==> config.mk <==
export PLATFORM = sky130hd
export DESIGN_NAME = dragonfly_group_node_allocator
export DESIGN_NICKNAME = d
export VERILOG_FILES = /design/src/hw/rtl/dgna_pkg.sv /design/src/hw/rtl/dragonfly_group_node_allocator.sv
export SDC_FILE = /design/constraint.sdc
export NUM_CORES = 1
export LEC_CHECK = 0
export ABC_AREA = 1
export BUFFER_PORTS_ARGS = -buffer_cell sky130_fd_sc_hd__buf_2
export CAP_MARGIN = 40
export CELL_PAD_IN_SITES_DETAIL_PLACEMENT = 1
export CELL_PAD_IN_SITES_GLOBAL_PLACEMENT = 1
export CORE_MARGIN = 2
export CORE_UTILIZATION = 25
export DETAILED_ROUTE_END_ITERATION = 7
export HOLD_SLACK_MARGIN = 0.06
export PLACE_DENSITY = 0.45
export SETUP_SLACK_MARGIN = 0.4
export SLEW_MARGIN = 20
export SYNTH_ARGS = -nofsm -noshare
export SYNTH_HDL_FRONTEND = slang
export SYNTH_SLANG_ARGS = --single-unit
==> constraint.sdc <==
create_clock -name clk -period 7.7 [get_ports clk]
set_clock_uncertainty 0.05 [all_clocks]
set_input_delay 1.54 -clock clk [delete_from_list [all_inputs] [get_ports clk]]
set_output_delay 1.54 -clock clk [all_outputs]
set_load 0.02 [all_outputs]
==> src/hw/rtl/dgna_pkg.sv <==
// shared widths, codes and register reset values for the dragonfly node allocator
`timescale 1ns / 1ps

package dgna_pkg;

  localparam int FUNC_W = 1;
  localparam int NODE_W = 8;
  localparam int JOB_W  = 7;
  localparam int CFG_W  = 5;
  localparam int CFG_IDX_W = 2;

  // request codes
  localparam logic [FUNC_W-1:0] FUNC_SET   = 1'b0;
  localparam logic [FUNC_W-1:0] FUNC_ALLOC = 1'b1;

  // configuration register indexes
  localparam logic [CFG_IDX_W-1:0] CFG_GROUPS_IN_USE     = 2'd0;
  localparam logic [CFG_IDX_W-1:0] CFG_ROUTERS_PER_GROUP = 2'd1;
  localparam logic [CFG_IDX_W-1:0] CFG_NODES_PER_ROUTER  = 2'd2;

  localparam logic [CFG_W-1:0] RST_GROUPS_IN_USE     = 5'd16;
  localparam logic [CFG_W-1:0] RST_ROUTERS_PER_GROUP = 5'd4;
  localparam logic [CFG_W-1:0] RST_NODES_PER_ROUTER  = 5'd4;

endpackage

==> src/hw/rtl/dragonfly_group_node_allocator.sv <==
// dragonfly group first-fit node allocator: free map memory, scan sequencer and emit register
// set-node request: written to the free map, no result
// allocate request: count/group scan of the free map (one memory read per cycle), then
//   an emit pass that reads and checks each node examined and waits on output stalls
// the free map read sets the rate: no request is taken until the previous allocate finishes
// reset: synchronous; a clearing pass over all GROUPS*GROUP_NODES slots marks every node free,
//   during which no request is taken (configuration writes are taken)
`timescale 1ns / 1ps

module dragonfly_group_node_allocator #(
  parameter int GROUPS      = 16,
  parameter int GROUP_NODES = 16,
  parameter int MAX_JOB     = 64
) (
  input  logic                          clk,
  input  logic                          rst,
  input  logic                          cfg_we,
  input  logic [dgna_pkg::CFG_IDX_W-1:0] cfg_index,
  input  logic [dgna_pkg::CFG_W-1:0]     cfg_data,
  input  logic                          in_valid,
  output logic                          in_ready,
  input  logic [dgna_pkg::FUNC_W-1:0]    func,
  input  logic [dgna_pkg::NODE_W-1:0]    node,
  input  logic                          node_free,
  input  logic [dgna_pkg::JOB_W-1:0]     job_size,
  output logic                          out_valid,
  input  logic                          out_ready,
  output logic [dgna_pkg::NODE_W-1:0]    node_id,
  output logic                          ok,
  output logic                          last
);

  localparam int NODE_SLOTS = GROUPS * GROUP_NODES;
  localparam int IDX_W = (NODE_SLOTS > 1) ? $clog2(NODE_SLOTS) : 1;
  localparam int CNT_W = $clog2(NODE_SLOTS + 1);
  localparam int NPG_W = $clog2(GROUP_NODES + 1);
  localparam int NG_W  = $clog2(GROUPS + 1);
  localparam int JOB_W = dgna_pkg::JOB_W;
  localparam int CMP_W = (CNT_W > JOB_W) ? CNT_W : JOB_W;
  localparam int NW    = (CNT_W > dgna_pkg::NODE_W) ? CNT_W : dgna_pkg::NODE_W + 1;
  localparam int PROD_W = 2 * dgna_pkg::CFG_W;

  localparam logic [2:0] S_CLEAR  = 3'd0;
  localparam logic [2:0] S_IDLE   = 3'd1;
  localparam logic [2:0] S_SCAN   = 3'd2;
  localparam logic [2:0] S_DECIDE = 3'd3;
  localparam logic [2:0] S_FAIL   = 3'd4;
  localparam logic [2:0] S_EM_RD  = 3'd5;
  localparam logic [2:0] S_EM_CHK = 3'd6;

  logic [2:0] state;

  logic [dgna_pkg::CFG_W-1:0] groups_in_use;
  logic [dgna_pkg::CFG_W-1:0] routers_per_group;
  logic [dgna_pkg::CFG_W-1:0] nodes_per_router;

  // free map memory
  logic mem [NODE_SLOTS];
  logic             wr_en;
  logic [IDX_W-1:0] wr_addr;
  logic             wr_bit;
  logic             rd_en;
  logic [IDX_W-1:0] rd_addr;
  logic             rd_bit;

  logic [IDX_W-1:0] clr_addr;

  // machine geometry
  logic [PROD_W-1:0] prod;
  logic [NPG_W-1:0]  npg;
  logic [NG_W-1:0]   ngroups;
  logic [CNT_W-1:0]  total;

  // scan state
  logic [CNT_W-1:0] scan_addr;
  logic             pend;
  logic [CNT_W-1:0] freecnt;
  logic [NPG_W-1:0] gcnt;
  logic [NPG_W-1:0] lpos;
  logic [CNT_W-1:0] gbase;
  logic             found;
  logic [CNT_W-1:0] fbase;
  logic [JOB_W-1:0] job;

  // emit state
  logic [CNT_W-1:0] e_addr;
  logic             asc;
  logic [JOB_W-1:0] k;

  logic slot_free;
  logic out_load;
  logic is_last;
  logic [CNT_W-1:0] e_step;

  assign prod    = PROD_W'(routers_per_group) * PROD_W'(nodes_per_router);
  assign npg     = (prod > PROD_W'(GROUP_NODES)) ? NPG_W'(GROUP_NODES) : NPG_W'(prod);
  assign ngroups = (int'(groups_in_use) > GROUPS) ? NG_W'(GROUPS) : NG_W'(groups_in_use);
  assign total   = CNT_W'(CNT_W'(npg) * CNT_W'(ngroups));

  assign in_ready  = (state == S_IDLE);
  assign slot_free = !out_valid || out_ready;
  assign is_last   = (JOB_W'(k + 1'b1) == job);
  assign e_step    = asc ? CNT_W'(e_addr + 1'b1) : CNT_W'(e_addr - 1'b1);
  assign out_load  = slot_free && ((state == S_FAIL) || (state == S_EM_CHK && rd_bit));

  // memory port selection
  always_comb begin
    wr_en   = 1'b0;
    wr_addr = clr_addr;
    wr_bit  = 1'b1;
    if (state == S_CLEAR) begin
      wr_en = 1'b1;
    end else if (in_valid && in_ready && func == dgna_pkg::FUNC_SET &&
                 NW'(node) < NW'(NODE_SLOTS)) begin
      wr_en   = 1'b1;
      wr_addr = IDX_W'(node);
      wr_bit  = node_free;
    end
  end

  always_comb begin
    rd_en   = 1'b0;
    rd_addr = e_addr[IDX_W-1:0];
    if (state == S_SCAN && scan_addr < total) begin
      rd_en   = 1'b1;
      rd_addr = scan_addr[IDX_W-1:0];
    end else if (state == S_EM_RD) begin
      rd_en = 1'b1;
    end
  end

  always_ff @(posedge clk) begin
    if (wr_en) begin
      mem[wr_addr] <= wr_bit;
    end
  end

  always_ff @(posedge clk) begin
    if (rd_en) begin
      rd_bit <= mem[rd_addr];
    end
  end

  // configuration registers
  always_ff @(posedge clk) begin
    if (rst) begin
      groups_in_use     <= dgna_pkg::RST_GROUPS_IN_USE;
      routers_per_group <= dgna_pkg::RST_ROUTERS_PER_GROUP;
      nodes_per_router  <= dgna_pkg::RST_NODES_PER_ROUTER;
    end else if (cfg_we) begin
      unique case (cfg_index)
        dgna_pkg::CFG_GROUPS_IN_USE:     groups_in_use     <= cfg_data;
        dgna_pkg::CFG_ROUTERS_PER_GROUP: routers_per_group <= cfg_data;
        dgna_pkg::CFG_NODES_PER_ROUTER:  nodes_per_router  <= cfg_data;
        default: ;
      endcase
    end
  end

  // sequencer
  always_ff @(posedge clk) begin
    if (rst) begin
      state     <= S_CLEAR;
      clr_addr  <= '0;
      out_valid <= 1'b0;
    end else begin
      if (out_load) begin
        out_valid <= 1'b1;
      end else if (out_valid && out_ready) begin
        out_valid <= 1'b0;
      end
      unique case (state)
        S_CLEAR: begin
          clr_addr <= IDX_W'(clr_addr + 1'b1);
          if (clr_addr == IDX_W'(NODE_SLOTS - 1)) begin
            state <= S_IDLE;
          end
        end
        S_IDLE: begin
          if (in_valid && func == dgna_pkg::FUNC_ALLOC) begin
            job       <= job_size;
            scan_addr <= '0;
            pend      <= 1'b0;
            freecnt   <= '0;
            gcnt      <= '0;
            lpos      <= '0;
            gbase     <= '0;
            found     <= 1'b0;
            fbase     <= '0;
            k         <= '0;
            state     <= S_SCAN;
          end
        end
        S_SCAN: begin
          // one bit issued and one bit counted each cycle
          if (pend) begin
            freecnt <= CNT_W'(freecnt + CNT_W'(rd_bit));
            if (NPG_W'(lpos + 1'b1) == npg) begin
              if (!found &&
                  (CMP_W'(CMP_W'(gcnt) + CMP_W'(rd_bit)) >= CMP_W'(job))) begin
                found <= 1'b1;
                fbase <= gbase;
              end
              gcnt  <= '0;
              lpos  <= '0;
              gbase <= CNT_W'(gbase + CNT_W'(npg));
            end else begin
              gcnt <= NPG_W'(gcnt + NPG_W'(rd_bit));
              lpos <= NPG_W'(lpos + 1'b1);
            end
          end
          if (scan_addr < total) begin
            scan_addr <= CNT_W'(scan_addr + 1'b1);
            pend      <= 1'b1;
          end else begin
            pend <= 1'b0;
            if (!pend) begin
              state <= S_DECIDE;
            end
          end
        end
        S_DECIDE: begin
          if ((CMP_W'(job) > CMP_W'(MAX_JOB)) || (CMP_W'(freecnt) < CMP_W'(job))) begin
            state <= S_FAIL;
          end else if (job == '0) begin
            state <= S_IDLE;
          end else if (CMP_W'(job) <= CMP_W'(npg)) begin
            // first fitting group, else leftmost free nodes of the machine
            asc    <= 1'b1;
            e_addr <= found ? fbase : '0;
            state  <= S_EM_RD;
          end else begin
            asc    <= 1'b0;
            e_addr <= CNT_W'(total - 1'b1);
            state  <= S_EM_RD;
          end
        end
        S_FAIL: begin
          if (slot_free) begin
            state <= S_IDLE;
          end
        end
        S_EM_RD: begin
          state <= S_EM_CHK;
        end
        S_EM_CHK: begin
          if (rd_bit) begin
            if (slot_free) begin
              k <= JOB_W'(k + 1'b1);
              if (is_last) begin
                state <= S_IDLE;
              end else begin
                e_addr <= e_step;
                state  <= S_EM_RD;
              end
            end
          end else begin
            e_addr <= e_step;
            state  <= S_EM_RD;
          end
        end
        default: begin
          state <= S_IDLE;
        end
      endcase
    end
  end

  // result payload
  always_ff @(posedge clk) begin
    if (out_load) begin
      if (state == S_FAIL) begin
        node_id <= '0;
        ok      <= 1'b0;
        last    <= 1'b1;
      end else begin
        node_id <= dgna_pkg::NODE_W'(e_addr);
        ok      <= 1'b1;
        last    <= is_last;
      end
    end
  end

  a_fail_is_last: assert property (@(posedge clk) disable iff (rst)
    (out_valid && !ok) |-> last)
    else $error("failure result without last mark");

  a_busy_after_alloc: assert property (@(posedge clk) disable iff (rst)
    (in_valid && in_ready && func == dgna_pkg::FUNC_ALLOC) |=> !in_ready)
    else $error("ready right after an allocate transfer");

  a_emit_count: assert property (@(posedge clk) disable iff (rst)
    (state == S_EM_CHK) |-> (k < job))
    else $error("emit pass past the job size");

  a_clear_quiet: assert property (@(posedge clk) disable iff (rst)
    (state == S_CLEAR) |-> (!out_valid && !in_ready))
    else $error("activity during clearing pass");

endmodule

==> reports/metrics.yaml, run 1 <==
logic_synthesis:
  syn_area_mm2: 0.0200
  syn-num-nets: 2449
  ys_ff_latch: 363
  avgSynthCellArea_um2: 8.62
  synth_cells: 2323
  yosysUniqueCellTypes: 46
  ys_seq_area_share_pct: 53.1
  ys.warnings.count: 0
die:
  dieArea_mm2: 0.0824
  io_pins: 41
  core_area_mm2: 0.0791
  rows: 103
  die_w_um: 287
  initial_core_util_pct: 25.3
  die_h_um: 287
setup_path:
  arrival_ns: 8.94
  critPathMaxFanout: 13
  cp-end-kind: "register"
  startpoint_type: "register"
  crit_top_cell: "nand3_2"
  cpMaxStageDelayCell: "fa_1"
  path_class: "reg -> reg"
  cp.required_ns: 8.12
  max_stage_delay_ns: 0.55
sta:
  period_share_pct: 111
  max_slew_margin_pct: 42.7
  hold_viol: 0
  setup_viol: 2
  rsz0062_at_grt: "yes"
  fin_ws_ns: -0.818
  tightest_slew_ns: 0.850
  drv_slew: 0
  fin_crit_ns: 8.52
  fmax_mhz: 117
  hold_ws_ns: 0.439
clocking:
  clk_pin_slew_worst_paths_ns: 0.06
  clockRootBuffer: "clkbuf_16"
  tritoncts: "yes"
  numCtsBuffers: 47
  holdBufCountCts: 0
  clkSinkCount: 363
  clk_latency_ns: 0.60
  cts.path.max_buffers: 3
  htree_levels: 2
status:
  failed_checks: "negative setup slack"
  status: "complete, but fails checks"
grt:
  grt-ovfl-total: 0
  antenna_found_initial: 1
  grt_max_degree: 121
  grt_use_total_pct: 17.3
  grt_pass1_wl_um: 107000
  grt_pass1_vias: 17300
drt:
  via_per_inst: 4.48
  ant_nets: 0
  vias: 16200
  wl_per_cell_um: 19.6
  dr.pass1.iters: 5
  drtIter0Drc: 759
  drc_errors: 0
  finalWirelength_um: 70700
cells_and_area:
  drive_above_1_share_pct: 18.0
  num_antenna_cells: 0
  layout_common_cells: "479 x nand2_1, 397 x nor2_1, 343 x inv_1, 336 x edfxtp_1, 183 x nand3_1"
  final_nets: 2645
  final_common_cell: "nand2_1"
  fin_cells: 3608
  area_growth_pct: 27.6
power:
  peakVddDrop_v: 0.000153
  p_leak_nw: 10.7
  p_per_area_mw_per_mm2: 240
place:
  gp_congestion: 0.751
  placed_cells: 3462
  hpwl_um: 45400
  io_buffers: 40
flow_run:
  drv_cap: 0
worst_hold_path:
  hold_class: "reg -> reg"
area by class of cell:
type | count | area [µm²]
Clock inverter | 36 | 292
Inverter | 357 | 1350
Timing Repair Buffer | 235 | 2410
Sequential cell | 363 | 10600
Tap cell | 1050 | 1310
Multi-Input combinational cell | 1515 | 8360
Fill cell | 9208 | 53600
Clock buffer | 52 | 1190
Yosys cell counts, drive strengths merged:
| cell | number | area share (%) |
|---|---|---|
| and3 | 2 | 0.062 |
| nor2 | 406 | 7.6 |
| a21oi | 56 | 1.4 |
| edfxtp | 336 | 50 |
| or2 | 4 | 0.12 |
| buf | 42 | 1.2 |
| nor3 | 21 | 0.52 |
| inv | 357 | 6.7 |
| o211ai | 8 | 0.30 |
| o21ai | 65 | 1.7 |
| nor4 | 3 | 0.094 |
| ha | 78 | 4.9 |
| o22ai | 2 | 0.062 |
| o31ai | 1 | 0.037 |
| xor2 | 22 | 0.96 |
| a21boi | 3 | 0.11 |
| nand4 | 10 | 0.34 |
| nand3b | 10 | 0.37 |
| o21bai | 1 | 0.037 |
| a21o | 1 | 0.037 |
| o311ai | 1 | 0.044 |
| xnor2 | 14 | 0.61 |
| dfxtp | 27 | 2.7 |
| a31oi | 6 | 0.19 |
| fa | 19 | 1.9 |
| a2111oi | 3 | 0.13 |
| a211oi | 3 | 0.11 |
| nand3 | 253 | 6.4 |
| nand2 | 508 | 9.6 |
| nor3b | 5 | 0.19 |
| and3b | 2 | 0.087 |
| o21a | 5 | 0.19 |
| clkbuf | 48 | 0.90 |
| and2 | 1 | 0.031 |
state kept, by name (all words and copies together), names as in the netlist, 5 cells and up:
register           flops
k                      7
mem                  256
nodes_per_router       5
groups_in_use          5
fbase                  8
node_id                8
freecnt                9
e_addr                 8
job                    7
clr_addr               8
gbase                  8
scan_addr              9
routers_per_group      5
gcnt                   5
lpos                   5
layer usage:
| metal | track usage [%] | share of wire [%] | up-vias |
|---|---|---|---|
| li1 | - | - | 7932 |
| met1 | 21.4 | 44 | 7995 |
| met2 | 31.4 | 51 | 164 |
| met3 | 2.17 | 2.7 | 79 |
| met4 | 4.93 | 2.3 | 0 |
| met5 | 0 | 0 | - |
worst max-delay path, delay by kind of cell (launching register included):
| family | cells | cell delay (ns) |
|---|---|---|
| buffers and inverters | 8 | 0.80 |
| AND/OR/NAND/NOR | 25 | 2.51 |
| AO/OA/AOI/OAI | 5 | 0.66 |
| XOR/XNOR | 1 | 0.26 |
| adder cells (fa/ha/maj) | 9 | 3.75 |
| flip-flops | 1 | 0.36 |
where the power goes:
group / total (mW) / leakage (nW) / switching [mW] / internal [mW]
combinational: 1.70 / 6.61 / 1.07 / 0.623
sequential: 2.27 / 3.36 / 0.0402 / 2.23
clock: 2.16 / 0.738 / 0.933 / 1.23
worst paths after layout:
path / slack [ns] / endpoint / cells after the start / from
setup / recovery: -0.82 / rd_bit / 48 / nodes_per_router[4]
hold / removal: 0.44 / clr_addr[7] / 2 / clr_addr[7]
setup reg to reg: -0.82 / rd_bit / 48 / nodes_per_router[4]
hold reg to reg: 0.44 / clr_addr[7] / 2 / clr_addr[7]
repair_timing:
action	CTS	global route
setup endpoints to repair	15	15
pin swaps	47	51
setup buffers	29	10
gates cloned	14	2
resized for setup	87	64
logic make-up (layout without fill, tap and decap cells):
logic type | after synthesis | in the layout | synth area share, %
compound gates | 155 | 155 | 4.35
xor+xnor | 36 | 36 | 1.57
simple gates | 1225 | 1227 | 25.4
fa+ha+maj | 97 | 97 | 6.77
buf+inv | 447 | 680 | 8.80
flops | 363 | 363 | 53.1
through the flow:
stage / utilization (%) / instance area [µm²] / setup WS [ns] / setup TNS [ns] / power [mW]
2_1_floorplan: - / 20200 / -0.240 / -0.240 / 3.08
3_3_place_gp: 28.5 / 22500 / -1.02 / -1.06 / 3.71
3_5_place_dp: 28.6 / 22600 / -1.10 / -1.22 / 3.73
4_1_cts: 31.8 / 25200 / -0.837 / -0.849 / 6.16
5_1_grt: 32.3 / 25600 / -1.29 / -5.25 / 6.43
6_report: 32.3 / 25600 / -0.818 / -0.827 / 6.13
Power figures use the tool's default switching activity.
==> inputs of run 2 (changes only) <==
- SETUP_SLACK_MARGIN: 0.4 -> not set
==> run 2 against run 1 <==
Compared with the run above: the flow still finishes with violations (negative setup slack); register-to-register slack better by 0.04 ns; worst hold slack worse by 0.0052 ns; via count is 1.2% lower; core utilization is 0.31 points lower; final area is 0.96% lower; worst setup slack better by 0.042 ns; sequential share of layout area is 0.40 points higher; sequential power hardly changed; power is 1.3% lower; largest power group unchanged.
==> reports/metrics.yaml, run 2 (synthesis gave the netlist of run 1 again) <==
status:
  status: "complete, but fails checks"
  failed_checks: "negative setup slack"
clocking:
  holdBufCountCts: 0  # unchanged
  tritoncts: "yes"
  clk_latency_ns: 0.59  # about the same
  htree_levels: 2  # unchanged
  cts.path.max_buffers: 3  # unchanged
  clockRootBuffer: "clkbuf_16"
  clkSinkCount: 363  # unchanged
  numCtsBuffers: 48  # +2.1%
  clk_pin_slew_worst_paths_ns: 0.06  # about the same
setup_path:
  startpoint_type: "register"
  path_class: "reg -> reg"
  critical_path.startpoint: "nodes_per_router[3]"
  arrival_ns: 8.78  # -0.16 ns
  r2r-start: "nodes_per_router[3]"
  critPathMaxFanout: 8  # -5
  cpMaxStageDelayCell: "fa_1"
  crit_family: "adder cells"
  cp.required_ns: 8.00  # -0.12 ns
  cp-end-kind: "register"
  crit_top_cell: "nand2_2"
  timing.critical_path.buf_inv: 9  # +1
  max_stage_delay_ns: 0.55  # about the same
worst_hold_path:
  hold_start: "clr_addr[7]"
  hold_class: "reg -> reg"
grt:
  grt_pass1_wl_um: 102000  # -4.6%
  grt_max_degree: 257  # +110%
  grt_pass1_vias: 17000  # -1.7%
  grt_use_total_pct: 16.3  # -1.0 points
  antenna_found_initial: 0  # -1
  grt-ovfl-total: 0  # unchanged
sta:
  final.setup.tns_ns: -0.790  # +0.0366 ns
  hold_ws_ns: 0.434  # -0.00524 ns
  setup_viol: 2  # unchanged
  rsz0062_at_grt: "yes"
  period_share_pct: 110  # -0.55 points
  drv_slew: 0  # unchanged
  tightest_slew_ns: 1.25  # +0.398 ns
  fmax_mhz: 118  # +0.50%
  fin_crit_ns: 8.48  # -0.0425 ns
  fin_ws_ns: -0.776  # +0.0425 ns
  hold_viol: 0  # unchanged
  max_slew_margin_pct: 16.8  # -26 points
drt:
  dr.pass1.iters: 4  # -1
  drc_errors: 0  # unchanged
  vias: 16000  # -1.2%
  drtIter0Drc: 714  # -5.9%
  finalWirelength_um: 67900  # -4.0%
  wl_per_cell_um: 18.9  # -3.5%
  via_per_inst: 4.45  # -0.72%
  ant_nets: 0  # unchanged
power:
  p_total_mw: 6.04  # -1.3%
  peakVddDrop_v: 0.000155  # +1.8%
  p_per_area_mw_per_mm2: 239  # -0.36%
  p_leak_nw: 10.6  # -1.0%
place:
  io_buffers: 40  # unchanged
  dpl_cell_area_mm2: 0.0226  # about the same
  hpwl_um: 44500  # -1.9%
  gp_congestion: 0.802  # +6.8%
cells_and_area:
  area_growth_pct: 26.4
  top_regs: "mem x256, freecnt x9, scan_addr x9"
  largest-register: "mem"
  final_area_mm2: 0.0253  # -0.96%
  layout_common_cells: "471 x nand2_1, 397 x nor2_1, 344 x inv_1, 336 x edfxtp_1, 160 x nand3_1"
  largest_reg_flops: 256  # unchanged
  final_nets: 2629  # -0.60%
  final_common_cell: "nand2_1"
  drive_above_1_share_pct: 18.3  # +0.36 points
  fin_util_pct: 32.0  # -0.31 points
die:
  die_h_um: 287  # unchanged
  dieArea_mm2: 0.0824  # unchanged
  initial_core_util_pct: 25.3  # unchanged
  die_w_um: 287  # unchanged
  io_pins: 41  # unchanged
  core_area_mm2: 0.0791  # unchanged
  rows: 103  # unchanged
flow_run:
  drv_cap: 0  # unchanged
[run 2: cell types whose count changed in the layout (fill, tap and decap cells not counted), moves of 7 or more]
cell | before | now
clkbuf_16 | 49 | 56
nand2_1 | 479 | 471
nand3_2 | 65 | 88
nand2_2 | 22 | 30
buf_16 | 14 | 2
nand3_1 | 183 | 160
clkbuf_1 | 5 | 15
[run 2: area by class of cell]
cell class,instances,area [µm²]
fill,9222,53800
tap,1050,1310
sequential,363,10600
clock buffer,65,1300
multi-input combinational,1513,8430
timing repair buffer,220,2090
antenna,1,2.50
inverter,357,1350
clock inverter,23,191
[run 2: path summary, 6_finish.rpt]
path              slack [ns]           to  cells past startpoint
setup / recovery       -0.78       rd_bit                     48
hold / removal          0.43  clr_addr[7]                      2
setup reg to reg       -0.78       rd_bit                     48
hold reg to reg         0.43  clr_addr[7]                      2
[run 2: metal layers]
metal / vias to the layer above / share of wire [%] / track usage, % / wire length [µm]
met5: - / 0 / 0 / 0
met4: 0 / 2.8 / 4.79 / 1910
met2: 174 / 51 / 29.9 / 34400
li1: 7889 / - / - / -
met3: 88 / 2.6 / 2.16 / 1760
met1: 7831 / 44 / 19.8 / 29800
[run 2: what timing repair did]
action	4_1_cts	5_1_grt
hold endpoints to repair	0	0
gates cloned	3	8
gates resized for setup	27	139
setup endpoints to repair	3	15
setup buffers	14	12
pin swaps	19	85
[run 2: report_power, final]
group | switching (mW) | internal, mW
registers | 0.0385 | 2.23
logic | 1.03 | 0.571
clock network | 0.901 | 1.27
total | 1.97 | 4.08
[run 2: worst reg2reg max path: cells and delay by family (launching register included)]
kind	cells	cell delay, ns
and+or+nand+nor	24	2.44
adders and majority gates	9	3.81
xor gates and xnor gates	1	0.24
AOI/OAI and AO/OA	5	0.63
DFF	1	0.38
buffers and inverters	9	0.75
[run 2: metrics by stage]
| stage | std cells | worst slack, ns |
|---|---|---|
| 2_1_floorplan | 2323 | -0.240 |
| 3_3_place_gp | 3464 | -1.07 |
| 3_5_place_dp | 3468 | -1.23 |
| 4_1_cts | 3573 | -0.928 |
| 5_1_grt | 3591 | -1.28 |
| 6_report | 3592 | -0.776 |
